`src/rtl/csq_pkg.sv`:
```
`default_nettype none
// ============================================================================
// csq_pkg - shared types for the counting semaphore wait queue
// Holds the field widths, command and status codes, the back-end state
// encoding and the structures passed between the front end and the back end.
// ============================================================================
package csq_pkg;

    localparam int ID_W    = 8;
    localparam int INIT_W  = 8;
    localparam int COUNT_W = 9;
    localparam int STAT_W  = 3;

    typedef enum logic
    {
        CMD_DOWN = 1'b0,
        CMD_UP   = 1'b1
    } cmd_t;

    typedef enum logic [STAT_W-1:0]
    {
        ST_PROCEED   = 3'd0,
        ST_BLOCKED   = 3'd1,
        ST_WOKEN     = 3'd2,
        ST_FULL      = 3'd3,
        ST_EMPTY     = 3'd4,
        ST_SATURATED = 3'd5
    } status_t;

    typedef enum logic
    {
        BK_EXEC = 1'b0,
        BK_WAKE = 1'b1
    } back_state_t;

    typedef struct packed
    {
        cmd_t            cmd;
        logic [ID_W-1:0] tid;
    } op_t;

    typedef struct packed
    {
        status_t                    status;
        logic [ID_W-1:0]            woken;
        logic signed [COUNT_W-1:0]  count;
    } result_t;

    localparam logic signed [COUNT_W-1:0] COUNT_MAX = 9'sd255;
    localparam logic signed [COUNT_W-1:0] COUNT_MIN = 9'sh100;

endpackage : csq_pkg
`default_nettype wire

```
`src/rtl/csq_fifo.sv`:
```
`default_nettype none
// ============================================================================
// csq_fifo - two-entry queue
// A small first-in first-out buffer used between the front end and the back
// end, and again in front of the result ports.
// ============================================================================
module csq_fifo
#(
    parameter int WIDTH = 9
)
(
    input  wire logic             clk,
    input  wire logic             rst_n,
    input  wire logic             wr_en,
    input  wire logic [WIDTH-1:0] wr_data,
    output logic                  full,
    input  wire logic             rd_en,
    output logic [WIDTH-1:0]      rd_data,
    output logic                  empty
);

    logic [WIDTH-1:0] slot_reg [2];
    logic             wr_ptr_reg;
    logic             wr_ptr_next;
    logic             rd_ptr_reg;
    logic             rd_ptr_next;
    logic [1:0]       cnt_reg;
    logic [1:0]       cnt_next;
    logic             do_wr;
    logic             do_rd;

    assign full    = (cnt_reg == 2'd2);
    assign empty   = (cnt_reg == 2'd0);
    assign rd_data = slot_reg[rd_ptr_reg];
    assign do_wr   = wr_en && !full;
    assign do_rd   = rd_en && !empty;

    always_comb
    begin
        wr_ptr_next = do_wr ? ~wr_ptr_reg : wr_ptr_reg;
        rd_ptr_next = do_rd ? ~rd_ptr_reg : rd_ptr_reg;
        cnt_next    = cnt_reg;
        if (do_wr && !do_rd)
        begin
            cnt_next = cnt_reg + 2'd1;
        end
        else if (do_rd && !do_wr)
        begin
            cnt_next = cnt_reg - 2'd1;
        end
    end

    always_ff @(posedge clk or negedge rst_n)
    begin
        if (!rst_n)
        begin
            wr_ptr_reg <= 1'b0;
            rd_ptr_reg <= 1'b0;
            cnt_reg    <= 2'd0;
        end
        else
        begin
            wr_ptr_reg <= wr_ptr_next;
            rd_ptr_reg <= rd_ptr_next;
            cnt_reg    <= cnt_next;
        end
    end

    always_ff @(posedge clk)
    begin
        if (do_wr)
        begin
            slot_reg[wr_ptr_reg] <= wr_data;
        end
    end

endmodule : csq_fifo
`default_nettype wire

```
`src/rtl/csq_front.sv`:
```
`default_nettype none
// ============================================================================
// csq_front - command intake
// Accepts operations from the push side, decodes the command and holds them
// in a short queue until the back end is ready to execute them.
// ============================================================================
module csq_front
(
    input  wire logic                       clk,
    input  wire logic                       rst_n,
    input  wire logic                       push,
    output logic                            full,
    input  wire logic                       cmd,
    input  wire logic [csq_pkg::ID_W-1:0]   thread_id,
    output logic                            op_valid,
    output csq_pkg::op_t                    op,
    input  wire logic                       op_pop
);
    import csq_pkg::*;

    op_t              in_op;
    logic [$bits(op_t)-1:0] q_out;
    logic             q_empty;

    always_comb
    begin
        in_op.cmd = (cmd == 1'b1) ? CMD_UP : CMD_DOWN;
        in_op.tid = thread_id;
    end

    csq_fifo
    #(
        .WIDTH ($bits(op_t))
    )
    u_op_q
    (
        .clk     (clk),
        .rst_n   (rst_n),
        .wr_en   (push),
        .wr_data (in_op),
        .full    (full),
        .rd_en   (op_pop),
        .rd_data (q_out),
        .empty   (q_empty)
    );

    assign op_valid = !q_empty;
    assign op       = op_t'(q_out);

endmodule : csq_front
`default_nettype wire

```
`src/rtl/csq_back.sv`:
```
`default_nettype none
// ============================================================================
// csq_back - semaphore execution unit
// Holds the semaphore count and the wait-id queue, executes one operation
// at a time and places each outcome in the result queue.
// ============================================================================
module csq_back
#(
    parameter int QUEUE_DEPTH = 16
)
(
    input  wire logic                         clk,
    input  wire logic                         rst_n,
    input  wire logic                         cfg_wr,
    input  wire logic [csq_pkg::INIT_W-1:0]   cfg_data,
    input  wire logic                         op_valid,
    input  wire csq_pkg::op_t                 op,
    output logic                              op_pop,
    output csq_pkg::result_t                  res,
    output logic                              res_empty,
    input  wire logic                         res_pop
);
    import csq_pkg::*;

    localparam int PTR_W = $clog2(QUEUE_DEPTH);
    localparam int OCC_W = $clog2(QUEUE_DEPTH + 1);
    localparam logic [PTR_W-1:0] PTR_LAST = PTR_W'(QUEUE_DEPTH - 1);
    localparam logic [OCC_W-1:0] OCC_FULL = OCC_W'(QUEUE_DEPTH);

    logic [ID_W-1:0]           wait_mem [QUEUE_DEPTH];
    back_state_t               state_reg;
    back_state_t               state_next;
    logic signed [COUNT_W-1:0] count_reg;
    logic signed [COUNT_W-1:0] count_next;
    logic signed [COUNT_W-1:0] count_inc;
    logic signed [COUNT_W-1:0] wake_count_reg;
    logic signed [COUNT_W-1:0] wake_count_next;
    logic [PTR_W-1:0]          head_reg;
    logic [PTR_W-1:0]          head_next;
    logic [PTR_W-1:0]          tail_reg;
    logic [PTR_W-1:0]          tail_next;
    logic [OCC_W-1:0]          occ_reg;
    logic [OCC_W-1:0]          occ_next;
    logic [ID_W-1:0]           rd_data_reg;
    logic                      mem_we;
    logic                      mem_re;
    logic                      res_push;
    logic                      res_full;
    result_t                   res_in;
    logic [$bits(result_t)-1:0] res_q_out;

    assign count_inc = count_reg + 9'sd1;

    always_comb
    begin
        state_next      = state_reg;
        count_next      = count_reg;
        wake_count_next = wake_count_reg;
        head_next       = head_reg;
        tail_next       = tail_reg;
        occ_next        = occ_reg;
        mem_we          = 1'b0;
        mem_re          = 1'b0;
        op_pop          = 1'b0;
        res_push        = 1'b0;
        res_in.status   = ST_PROCEED;
        res_in.woken    = '0;
        res_in.count    = count_reg;

        if (cfg_wr)
        begin
            count_next = signed'({1'b0, cfg_data});
            head_next  = '0;
            tail_next  = '0;
            occ_next   = '0;
            state_next = BK_EXEC;
        end
        else
        begin
            case (state_reg)
                BK_EXEC:
                begin
                    if (op_valid && !res_full)
                    begin
                        op_pop = 1'b1;
                        case (op.cmd)
                            CMD_DOWN:
                            begin
                                res_push = 1'b1;
                                if (count_reg <= 9'sd0)
                                begin
                                    if ((occ_reg >= OCC_FULL) || (count_reg == COUNT_MIN))
                                    begin
                                        res_in.status = ST_FULL;
                                    end
                                    else
                                    begin
                                        mem_we        = 1'b1;
                                        tail_next     = (tail_reg == PTR_LAST) ? '0
                                                                             : tail_reg + 1'b1;
                                        occ_next      = occ_reg + 1'b1;
                                        count_next    = count_reg - 9'sd1;
                                        res_in.status = ST_BLOCKED;
                                    end
                                end
                                else
                                begin
                                    count_next = count_reg - 9'sd1;
                                end
                                res_in.count = count_next;
                            end
                            CMD_UP:
                            begin
                                if (count_reg == COUNT_MAX)
                                begin
                                    res_push      = 1'b1;
                                    res_in.status = ST_SATURATED;
                                end
                                else
                                begin
                                    count_next = count_inc;
                                    if (count_inc <= 9'sd0)
                                    begin
                                        if (occ_reg == '0)
                                        begin
                                            res_push      = 1'b1;
                                            res_in.status = ST_EMPTY;
                                        end
                                        else
                                        begin
                                            // The oldest id comes out of the wait store in the next cycle; the result
                                            // follows in the wake state once the result queue has room.
                                            mem_re          = 1'b1;
                                            head_next       = (head_reg == PTR_LAST) ? '0
                                                                                   : head_reg + 1'b1;
                                            occ_next        = occ_reg - 1'b1;
                                            wake_count_next = count_inc;
                                            state_next      = BK_WAKE;
                                        end
                                    end
                                    else
                                    begin
                                        res_push = 1'b1;
                                    end
                                end
                                res_in.count = count_next;
                            end
                            default:
                            begin
                                res_push = 1'b1;
                            end
                        endcase
                    end
                end
                BK_WAKE:
                begin
                    if (!res_full)
                    begin
                        res_push      = 1'b1;
                        res_in.status = ST_WOKEN;
                        res_in.woken  = rd_data_reg;
                        res_in.count  = wake_count_reg;
                        state_next    = BK_EXEC;
                    end
                end
                default:
                begin
                    state_next = BK_EXEC;
                end
            endcase
        end
    end

    always_ff @(posedge clk or negedge rst_n)
    begin
        if (!rst_n)
        begin
            state_reg <= BK_EXEC;
            count_reg <= '0;
            head_reg  <= '0;
            tail_reg  <= '0;
            occ_reg   <= '0;
        end
        else
        begin
            state_reg <= state_next;
            count_reg <= count_next;
            head_reg  <= head_next;
            tail_reg  <= tail_next;
            occ_reg   <= occ_next;
        end
    end

    always_ff @(posedge clk)
    begin
        wake_count_reg <= wake_count_next;
    end

    always_ff @(posedge clk)
    begin
        if (mem_we)
        begin
            wait_mem[tail_reg] <= op.tid;
        end
    end

    always_ff @(posedge clk)
    begin
        if (mem_re)
        begin
            rd_data_reg <= wait_mem[head_reg];
        end
    end

    csq_fifo
    #(
        .WIDTH ($bits(result_t))
    )
    u_res_q
    (
        .clk     (clk),
        .rst_n   (rst_n),
        .wr_en   (res_push),
        .wr_data (res_in),
        .full    (res_full),
        .rd_en   (res_pop),
        .rd_data (res_q_out),
        .empty   (res_empty)
    );

    assign res = result_t'(res_q_out);

`ifndef SYNTHESIS
    a_occ_bound: assert property (@(posedge clk) disable iff (!rst_n)
        occ_reg <= OCC_FULL)
        else $error("wait queue occupancy beyond its depth");

    a_push_room: assert property (@(posedge clk) disable iff (!rst_n)
        res_push |-> !res_full)
        else $error("result written into a full result queue");

    a_wake_done: assert property (@(posedge clk) disable iff (!rst_n)
        (state_reg == BK_WAKE && !res_full && !cfg_wr) |=> state_reg == BK_EXEC)
        else $error("wake result not issued when the result queue had room");

    a_block_occ: assert property (@(posedge clk) disable iff (!rst_n)
        (!cfg_wr && res_push && res_in.status == ST_BLOCKED)
            |=> occ_reg == $past(occ_reg) + 1'b1)
        else $error("blocked caller not added to the wait queue");

    a_wake_occ: assert property (@(posedge clk) disable iff (!rst_n)
        (!cfg_wr && mem_re) |=> (occ_reg == $past(occ_reg) - 1'b1) && state_reg == BK_WAKE)
        else $error("waiter release did not shrink the wait queue");
`endif

endmodule : csq_back
`default_nettype wire

```
`src/rtl/counting_semaphore_wait_queue.sv`:
```
`default_nettype none
// ============================================================================
// counting_semaphore_wait_queue - counting semaphore with a FIFO of waiters
// Top level: a front end that takes down and up requests, a back end that
// keeps the count and the wait-id queue, and a result queue.
// ============================================================================
// Each transaction on the push side is a down (cmd 0) or an up (cmd 1) from
// the given thread, and yields exactly one result transaction on the pop side,
// in order. A down that drives the count negative queues the caller's id and
// reports it as blocked; an up that leaves the count at or below zero releases
// the oldest waiter and returns its id. A down that cannot be queued (queue
// holding QUEUE_DEPTH ids, or count at -256) reports queue full, an up at a
// count of 255 reports saturation, and both leave the state untouched. The
// back end executes one operation per clock cycle while the result queue has
// room; an up that wakes a waiter also passes through the wake state, because
// the waiter's id is read from the wait store through its registered read
// port. A two-entry queue on each side lets requests be accepted while
// earlier results wait to be taken. Writing the configuration register loads
// the count with the new initial value and empties the wait queue; it may
// only be written while the block is idle, and the configuration channel is
// always ready. The wait store is not cleared at reset, since no entry is
// read before it is written.
// ============================================================================
module counting_semaphore_wait_queue
#(
    parameter int QUEUE_DEPTH = 16
)
(
    input  wire logic                          clk,
    input  wire logic                          rst_n,
    input  wire logic                          push,
    output logic                               full,
    input  wire logic                          cmd,
    input  wire logic [csq_pkg::ID_W-1:0]      thread_id,
    output logic                               empty,
    input  wire logic                          pop,
    output logic [csq_pkg::STAT_W-1:0]         status,
    output logic [csq_pkg::ID_W-1:0]           woken_thread,
    output logic signed [csq_pkg::COUNT_W-1:0] count_after,
    input  wire logic                          cfg_valid,
    output logic                               cfg_ready,
    input  wire logic [csq_pkg::INIT_W-1:0]    cfg_data
);
    import csq_pkg::*;

    op_t     op;
    logic    op_valid;
    logic    op_pop;
    result_t res;

    // Configuration is only to be written while idle (the block does not enforce this), so it is always taken.
    assign cfg_ready = 1'b1;

    csq_front u_front
    (
        .clk       (clk),
        .rst_n     (rst_n),
        .push      (push),
        .full      (full),
        .cmd       (cmd),
        .thread_id (thread_id),
        .op_valid  (op_valid),
        .op        (op),
        .op_pop    (op_pop)
    );

    csq_back
    #(
        .QUEUE_DEPTH (QUEUE_DEPTH)
    )
    u_back
    (
        .clk       (clk),
        .rst_n     (rst_n),
        .cfg_wr    (cfg_valid && cfg_ready),
        .cfg_data  (cfg_data),
        .op_valid  (op_valid),
        .op        (op),
        .op_pop    (op_pop),
        .res       (res),
        .res_empty (empty),
        .res_pop   (pop)
    );

    // Result fields straight from the head of the result queue.
    assign status       = res.status;
    assign woken_thread = res.woken;
    assign count_after  = res.count;

endmodule : counting_semaphore_wait_queue
`default_nettype wire
```
`config.mk`:
```
export PLATFORM = sky130hd
export DESIGN_NAME = counting_semaphore_wait_queue
export DESIGN_NICKNAME = d
export VERILOG_FILES = /design/src/rtl/csq_pkg.sv /design/src/rtl/csq_fifo.sv /design/src/rtl/csq_front.sv /design/src/rtl/csq_back.sv /design/src/rtl/counting_semaphore_wait_queue.sv
export SDC_FILE = /design/constraint.sdc
export NUM_CORES = 1
export LEC_CHECK = 0
export ABC_AREA = 0
export BUFFER_PORTS_ARGS = -buffer_cell sky130_fd_sc_hd__buf_2
export CAP_MARGIN = 20
export CORE_MARGIN = 3
export CORE_UTILIZATION = 35
export DETAILED_ROUTE_END_ITERATION = 12
export SKIP_CTS_REPAIR_TIMING = 1
export SLEW_MARGIN = 20
export SYNTH_ARGS = -nofsm -noshare
export SYNTH_HDL_FRONTEND = slang
export SYNTH_HIERARCHICAL = 1
export SYNTH_SLANG_ARGS = --single-unit
```
`constraint.sdc`:
```
create_clock -name clk -period 4.87 [get_ports clk]
set_input_delay 0.974 -clock clk [delete_from_list [all_inputs] [get_ports clk]]
set_output_delay 0.974 -clock clk [all_outputs]
set_load 0.03 [all_outputs]
```
==> metrics.md, run 1 <==
| Metric | Value |
|---|---|
| Initial core utilization | 36.06% |
| Area growth syn-to-layout | 13.26% |
| Final hold viol count | 0 |
| GR Overflow Total | 0 |
| Initial antenna violation count | 0 |
| Filler cells | 2740 |
| Slew @ Worst Pin | 0.9480 ns |
| Count of nets after finishing | 818 |
| Post-synth cell types | 75 |
| Hold path startpoint | u_back/u_res_q/wr_ptr_reg |
| Area of placed instances | 11080 sq um |
| RSZ-0062 raised after global routing | false |
| DP Wirelength | 15.62 mm |
| DP Worst Slack | 1.151 ns |
| Avg WL per Cell | 19.29 microns |
| Leakage power | 4.064 nW |
| YS warnings | 6 |
| Final setup margin | 1.225 ns |
| R2r endpoint | u_back/u_res_q/slot_reg[1][13] |
| EDFF count, synth | 203 |
| Critical path's slowest cell | and3_1 |
| Synthesis-stage register bit count | 234 |
| Sequential Power Share | 45.0% |
| Sequential area share after synthesis | 65.33% |
| Via Count | 6280 |
| Hold Path End | u_back/u_res_q/wr_ptr_reg |
| Pins Over Slew Limit | 0 |
| DIE WIDTH | 179.4 microns |
| P per Cell Area | 518.5 nW/um^2 |
| R2R Path Start | u_back/count_reg[1] |
| Setup violations, final | 0 |
| Cells on worst reg2reg path | 9 |
| Core ar. | 29170 sq um |
| Top_reg_cell synth | edfxtp_1 |
| Status | finished clean |
| Clk buf depth | 3 |
| Finished Cell Area | 11910 sq um |
| MaxCap Viol Count | 0 |
| H-tree depth | 1 |
| DIE HEIGHT | 179.4 microns |
| Worst Path Arrival | 3.79 ns |
| Fin util | 40.85% |
| Global-route wire length before repair | 36.34 mm |
| Fmax | 274.3 MHz |
| Vias in the first global route | 6241 |
| Die footprint | 32170 sq um |
| Ys async rst share | 13.25% |
| Most used cell, CP | ha_1 |
| Cells after Synth | 743 |
| Pwr Total | 6.178 mW |
| Critical Path RT | 5.01 ns |
| Crit path max fanout | 20 |
| # diodes | 0 |
| Ratio of cells with drive above 1 in the final layout | 17.42% |
| Clk root buf | clkbuf_16 |
| Total GRT Usage | 14.55% |
| Multi-input logic area | 3377 sq um |
| CP max stage delay | 0.79 ns |
| Startpoint class of the critical path | register |
| Cells on Worst Hold Path | 1 |
| Routed Antenna Nets | 0 |
| Syn_nets | 781 |
| Clk slew on worst S/H paths | 0.06 ns |
| Max-slew headroom | 36.80% |
| Worst IR Drop VDD | 0.3147 mV |
| Switching share of power | 32.34% |
| Final worst path period share | 74.85% |
| Io pins | 45 |
| Final WL | 22.80 mm |
| Crit Path Category | reg -> reg |
| Power Internal | 4.180 mW |
| Clock Latency Late Sink | 0.52 ns |
| 1st-iter DRT viols | 645 |
| Logic pwr share | 24.8% |
| NetSw | 1.998 mW |
| CTS tree | done |
| Cell Area, Synth | 10520 sq um |
| DR pass1 iterations | 5 |
| R2R Setup Slk | 1.22 ns |
| Worst Skew | 0.01082 ns |
| Inserted Clock Buffers | 26 |
| I/O Buffers | 43 |
| Min Tclk post-route | 3.645 ns |
| Syn avg cell area | 14.16 sq um |
| CP cell instances | ha_1, nand3_2, or3_1, inv_1, ha_1, nor2b_1, a21oi_1, o21a_1, and3_1 |
| Hold Crit Class | reg -> reg |
| Post-Route Setup TNS | 0 ns |
| Kind of end point of the critical path | register |
| Final GP Congestion | 0.9053 |
| Row Count | 62 |
| Clock Power Share | 30.2% |
| Largest net degree at the start of global routing | 38 |
| Storage cell area | 6873 sq um |
| Max FFs per register | 128 |
| Clock sink count | 234 |
| Via density per instance | 5.313 |
| DRC | 0 |
## cell usage after synthesis (10+ instances only)
master / instances / share of area [%]
o21ai_0: 28 / 1.3
nor2_1: 47 / 1.7
nand2_1: 46 / 1.6
a21oi_1: 35 / 1.7
edfxtp_1: 203 / 58
ha_1: 15 / 1.8
nor3_1: 16 / 0.76
buf_2: 15 / 0.71
mux2_1: 25 / 2.7
dfrtp_1: 31 / 7.4
mux2i_1: 27 / 2.6
clkbuf_1: 24 / 0.86
nand3_1: 12 / 0.57
mux2_2: 10 / 1.1
o21ai_1: 12 / 0.57
xnor2_1: 13 / 1.1
a22oi_1: 11 / 0.79
mux4_2: 16 / 3.4
and3_1: 13 / 0.77
inv_1: 19 / 0.68
## kinds of logic (layout without fill, tap and decap cells)
logic type / count (synthesis) / count (layout) / synth area share, %
multiplexers: 79 / 79 / 9.885
AO/OA/AOI/OAI: 143 / 143 / 9.100
adder cells (fa/ha/maj): 17 / 17 / 2.070
buffers and inverters: 63 / 118 / 2.641
AND/OR/NAND/NOR: 184 / 184 / 9.112
XOR/XNOR: 22 / 22 / 1.832
other: 1 / 1 / 0.03565
flip-flops: 234 / 234 / 65.33
## layer usage
metal  part of all wire, %  global-route usage, %  up-vias
li1                      -                      -     2924
met1                    48                  21.88     3118
met2                    43                  21.51      211
met3                   6.7                  3.013       27
met4                   1.6                  3.866        0
met5                     0                      0        -
## final cells by class
cell class	instances	area share [%]
Multi-Input combinational cell	446	28.34
Timing Repair Buffer	53	2.436
Tap cell	384	4.033
Sequential cell	234	57.69
Clock inverter	12	1.008
Inverter	19	0.5986
Clock buffer	34	5.892
## power by group through the flow
stage          clock (mW)  combinational [mW]  sequential [mW]
6_report             1.86                1.53             2.78
5_1_grt              1.99                1.69             2.82
4_1_cts              1.92                1.54             2.78
3_5_place_dp            0                1.54             2.82
3_3_place_gp            0                1.53             2.81
2_1_floorplan           0                1.21             2.67
## worst max path at each step
| stage | from | end | slack, ns | depth (start not counted) |
|---|---|---|---|---|
| 6_report | u_back/count_reg[1] | u_back/u_res_q/slot_reg[1][13] | 1.22 | 9 |
| 5_1_grt | u_back/count_reg[0] | u_back/u_res_q/slot_reg[1][13] | 0.98 | 9 |
| 4_1_cts | u_back/count_reg[1] | u_back/u_res_q/slot_reg[1][14] | 1.25 | 10 |
| 3_5_place_dp | cfg_valid | u_back/wait_mem[0][7] | 1.15 | 7 |
| 3_3_place_gp | cfg_valid | u_back/wait_mem[0][0] | 1.25 | 7 |
| 2_1_floorplan | u_back/count_reg[6] | u_back/u_res_q/slot_reg[0][0] | 1.58 | 12 |
## worst max-delay path, delay by kind of cell (launching register included)
family | cells | cell delay (ns)
and+or+nand+nor | 4 | 1.55
adders and majority gates | 2 | 0.76
DFF | 1 | 0.54
AOI/OAI and AO/OA | 2 | 0.34
buffers and inverters | 1 | 0.07
## cell usage in the layout (no fill, tap or decap), types with 10 or more instances in the layout
master	instances
ha_1	15
edfxtp_1	203
buf_2	43
mux2i_1	27
xnor2_1	13
o21ai_0	28
nor3_1	15
dfrtp_1	30
nand2_1	46
nand3_1	12
mux2_2	10
o21ai_1	12
a22oi_1	11
inv_1	19
buf_4	10
mux2_1	25
mux4_2	16
nor2_1	47
and3_1	13
a21oi_1	35
clkbuf_16	27
## per-stage QoR
step	hold slack (ns)	cells
finish	0.4985	1182
global route	0.5247	1182
CTS	0.4991	1182
detailed placement	0.4906	1136
global placement	0.4769	1136
floorplan	0.4594	743
Note: power is estimated with default switching activity, not from simulation.
==> inputs of run 2 (changes only) <==
==> constraint.sdc (replaced) <==
create_clock -name clk -period 3.7 [get_ports clk]
set_input_delay 0.74 -clock clk [delete_from_list [all_inputs] [get_ports clk]]
set_output_delay 0.74 -clock clk [all_outputs]
set_load 0.03 [all_outputs]
==> run 2 against run 1 <==
Net effect: cell area up 1.4%; total power up 31%; global-route usage up 0.055 points; flip-flop and latch count stayed put; first-iteration DRC count is 18% lower; worst hold slack lost 0.20 ns; largest power group unchanged.
==> metrics.md, run 2 (synthesis gave the netlist of run 1 again) <==
| Metric | Value |
|---|---|
| Status | finished clean (unchanged) |
| Crit path max fanout | 8 (was 20) |
| Max-slew headroom | 39.81% (was 36.80%) |
| Logic pwr share | 26.5% (was 24.8%) |
| Ratio of cells with drive above 1 in the final layout | 19.59% (was 17.42%) |
| DIE WIDTH | 179.4 microns (unchanged) |
| GR Overflow Total | 0 (unchanged) |
| P per Cell Area | 671.1 nW/um^2 (was 518.5 nW/um^2) |
| Vias in the first global route | 6281 (was 6241) |
| DIE HEIGHT | 179.4 microns (unchanged) |
| Total GRT Usage | 14.60% (was 14.55%) |
| Area growth syn-to-layout | 14.82% (was 13.26%) |
| Clock Power Share | 29.4% (was 30.2%) |
| Core ar. | 29170 sq um (unchanged) |
| I/O Buffers | 43 (unchanged) |
| Worst Path Arrival | 3.67 ns (was 3.79 ns) |
| Power Internal | 5.478 mW (was 4.180 mW) |
| Initial core utilization | 36.06% (unchanged) |
| RSZ-0062 raised after global routing | false (unchanged) |
| Row Count | 62 (unchanged) |
| Hold Crit Class | in -> async (was reg -> reg) |
| Sequential Power Share | 44.1% (was 45.0%) |
| Critical Path RT | 4.14 ns (was 5.01 ns) |
| Global-route wire length before repair | 36.30 mm (was 36.34 mm) |
| Switching share of power | 32.41% (was 32.34%) |
| DP Wirelength | 15.58 mm (was 15.62 mm) |
| MaxCap Viol Count | 0 (unchanged) |
| GRT met3 Usage | 2.571% (was 3.013%) |
| H-tree depth | 1 (unchanged) |
| Max FFs per register | 128 (unchanged) |
| Clock Latency Late Sink | 0.52 ns (about the same) |
| DRC | 0 (unchanged) |
| Initial antenna violation count | 0 (unchanged) |
| Min Tclk post-route | 3.221 ns (was 3.645 ns) |
| DP Worst Slack | 0.5338 ns (was 1.151 ns) |
| Via density per instance | 5.266 (was 5.313) |
| Final setup margin | 0.4785 ns (was 1.225 ns) |
| Post-Route Setup TNS | 0 ns (unchanged) |
| Clk buf depth | 3 (unchanged) |
| Slew @ Worst Pin | 0.8959 ns (was 0.9480 ns) |
| NetSw | 2.627 mW (was 1.998 mW) |
| Met2 Resource Use GR | 22.17% (was 21.51%) |
| 1st-iter DRT viols | 530 (was 645) |
| DR pass1 iterations | 5 (unchanged) |
| Fmax | 310.4 MHz (was 274.3 MHz) |
| Final GP Congestion | 0.8939 (was 0.9053) |
| # diodes | 0 (unchanged) |
| GRT met1 Usage | 21.77% (was 21.88%) |
| Clk slew on worst S/H paths | 0.06 ns (about the same) |
| CTS tree | done (unchanged) |
| Count of nets after finishing | 842 (was 818) |
| Final WL | 22.84 mm (was 22.80 mm) |
| WHS | 0.2960 ns (was 0.4985 ns) |
| Clk root buf | clkbuf_16 (unchanged) |
| Worst Skew | 0.01077 ns (was 0.01082 ns) |
| Kind of end point of the critical path | register (unchanged) |
| Final hold viol count | 0 (unchanged) |
| Avg WL per Cell | 18.94 microns (was 19.29 microns) |
| Routed Antenna Nets | 0 (unchanged) |
| Inserted Clock Buffers | 26 (unchanged) |
| Die footprint | 32170 sq um (unchanged) |
| Crit Path Category | reg -> reg (unchanged) |
| Io pins | 45 (unchanged) |
| Pins Over Slew Limit | 0 (unchanged) |
| Startpoint class of the critical path | register (unchanged) |
| Largest net degree at the start of global routing | 38 (unchanged) |
| Leakage power | 4.174 nW (was 4.064 nW) |
| Worst IR Drop VDD | 0.4566 mV (was 0.3147 mV) |
| Via Count | 6351 (was 6280) |
| Final worst path period share | 87.07% (was 74.85%) |
| Clock sink count | 234 (unchanged) |
| Setup violations, final | 0 (unchanged) |
| Most common cell after layout, fill and taps aside | edfxtp_1 (unchanged) |
| Most frequent cells in the layout | edfxtp_1 (203), nor2_1 (47), nand2_1 (46) (unchanged) |
| Busiest layer in global routing | met2 (was met1) |
run 2: power by group through the flow:
stage	Sequential, mW	Clock (mW)	Combinational, mW
3_5_place_dp	3.63	0	2.15
2_1_floorplan	3.52	0	1.59
5_1_grt	3.62	2.56	2.38
6_report	3.58	2.38	2.15
4_1_cts	3.58	2.45	2.16
3_3_place_gp	3.62	0	2.14
run 2: area by class of cell:
| class | count | area, sq um |
|---|---|---|
| Timing Repair Buffer | 77 | 483.0 |
| Tap cell | 384 | 480.5 |
| Clock buffer | 33 | 686.9 |
| Sequential cell | 234 | 6873 |
| Inverter | 19 | 71.32 |
| Multi-Input combinational cell | 446 | 3369 |
| Clock inverter | 13 | 113.9 |
| Fill cell | 2692 | 17090 |
run 2: per-layer routing:
| metal | vias up | wire, microns | share of wire [%] |
|---|---|---|---|
| li1 | 2979 | - | - |
| met1 | 3132 | 10940 | 48 |
| met2 | 203 | 9978 | 44 |
| met3 | 37 | 1465 | 6.4 |
| met4 | 0 | 459 | 2.0 |
| met5 | - | 0 | 0 |
run 2: final timing paths:
kind | startpoint | end | slack [ns] | cells past startpoint
min | rst_n | u_back/occ_reg[0] | 0.30 | 1
max in group asynchronous | rst_n | u_back/head_reg[0] | 2.85 | 1
min in group clk | thread_id[6] | u_front/u_op_q/slot_reg[0][6] | 0.40 | 1
max | u_back/count_reg[1] | u_back/u_res_q/cnt_reg[1] | 0.48 | 14
min reg2reg | u_front/u_op_q/wr_ptr_reg | u_front/u_op_q/wr_ptr_reg | 0.49 | 1
max reg2reg | u_back/count_reg[1] | u_back/u_res_q/cnt_reg[1] | 0.48 | 14
run 2: through the flow:
stage | std cells | utilization, % | cell area (sq um) | total power, mW
final | 1206 | 41.41 | 12080 | 8.105
after global routing | 1206 | 41.41 | 12080 | 8.553
after CTS | 1206 | 41.41 | 12080 | 8.192
after detailed placement | 1160 | 38.66 | 11280 | 5.783
after global placement | 1160 | 38.66 | 11280 | 5.765
after floorplan | 743 | - | 10520 | 5.114
run 2: worst max-delay path, stage by stage (launching register included):
cell and delay [ns]:
dfrtp_1 0.35, ha_1 0.35, nand3_2 0.17, or3_1 0.41, inv_1 0.07, ha_1 0.26, o21ai_1 0.16, o21a_1 0.26
a21oi_1 0.12, o21a_1 0.21, nand2_1 0.12, inv_1 0.06, ha_1 0.32, nor2_1 0.14, xor2_1 0.14
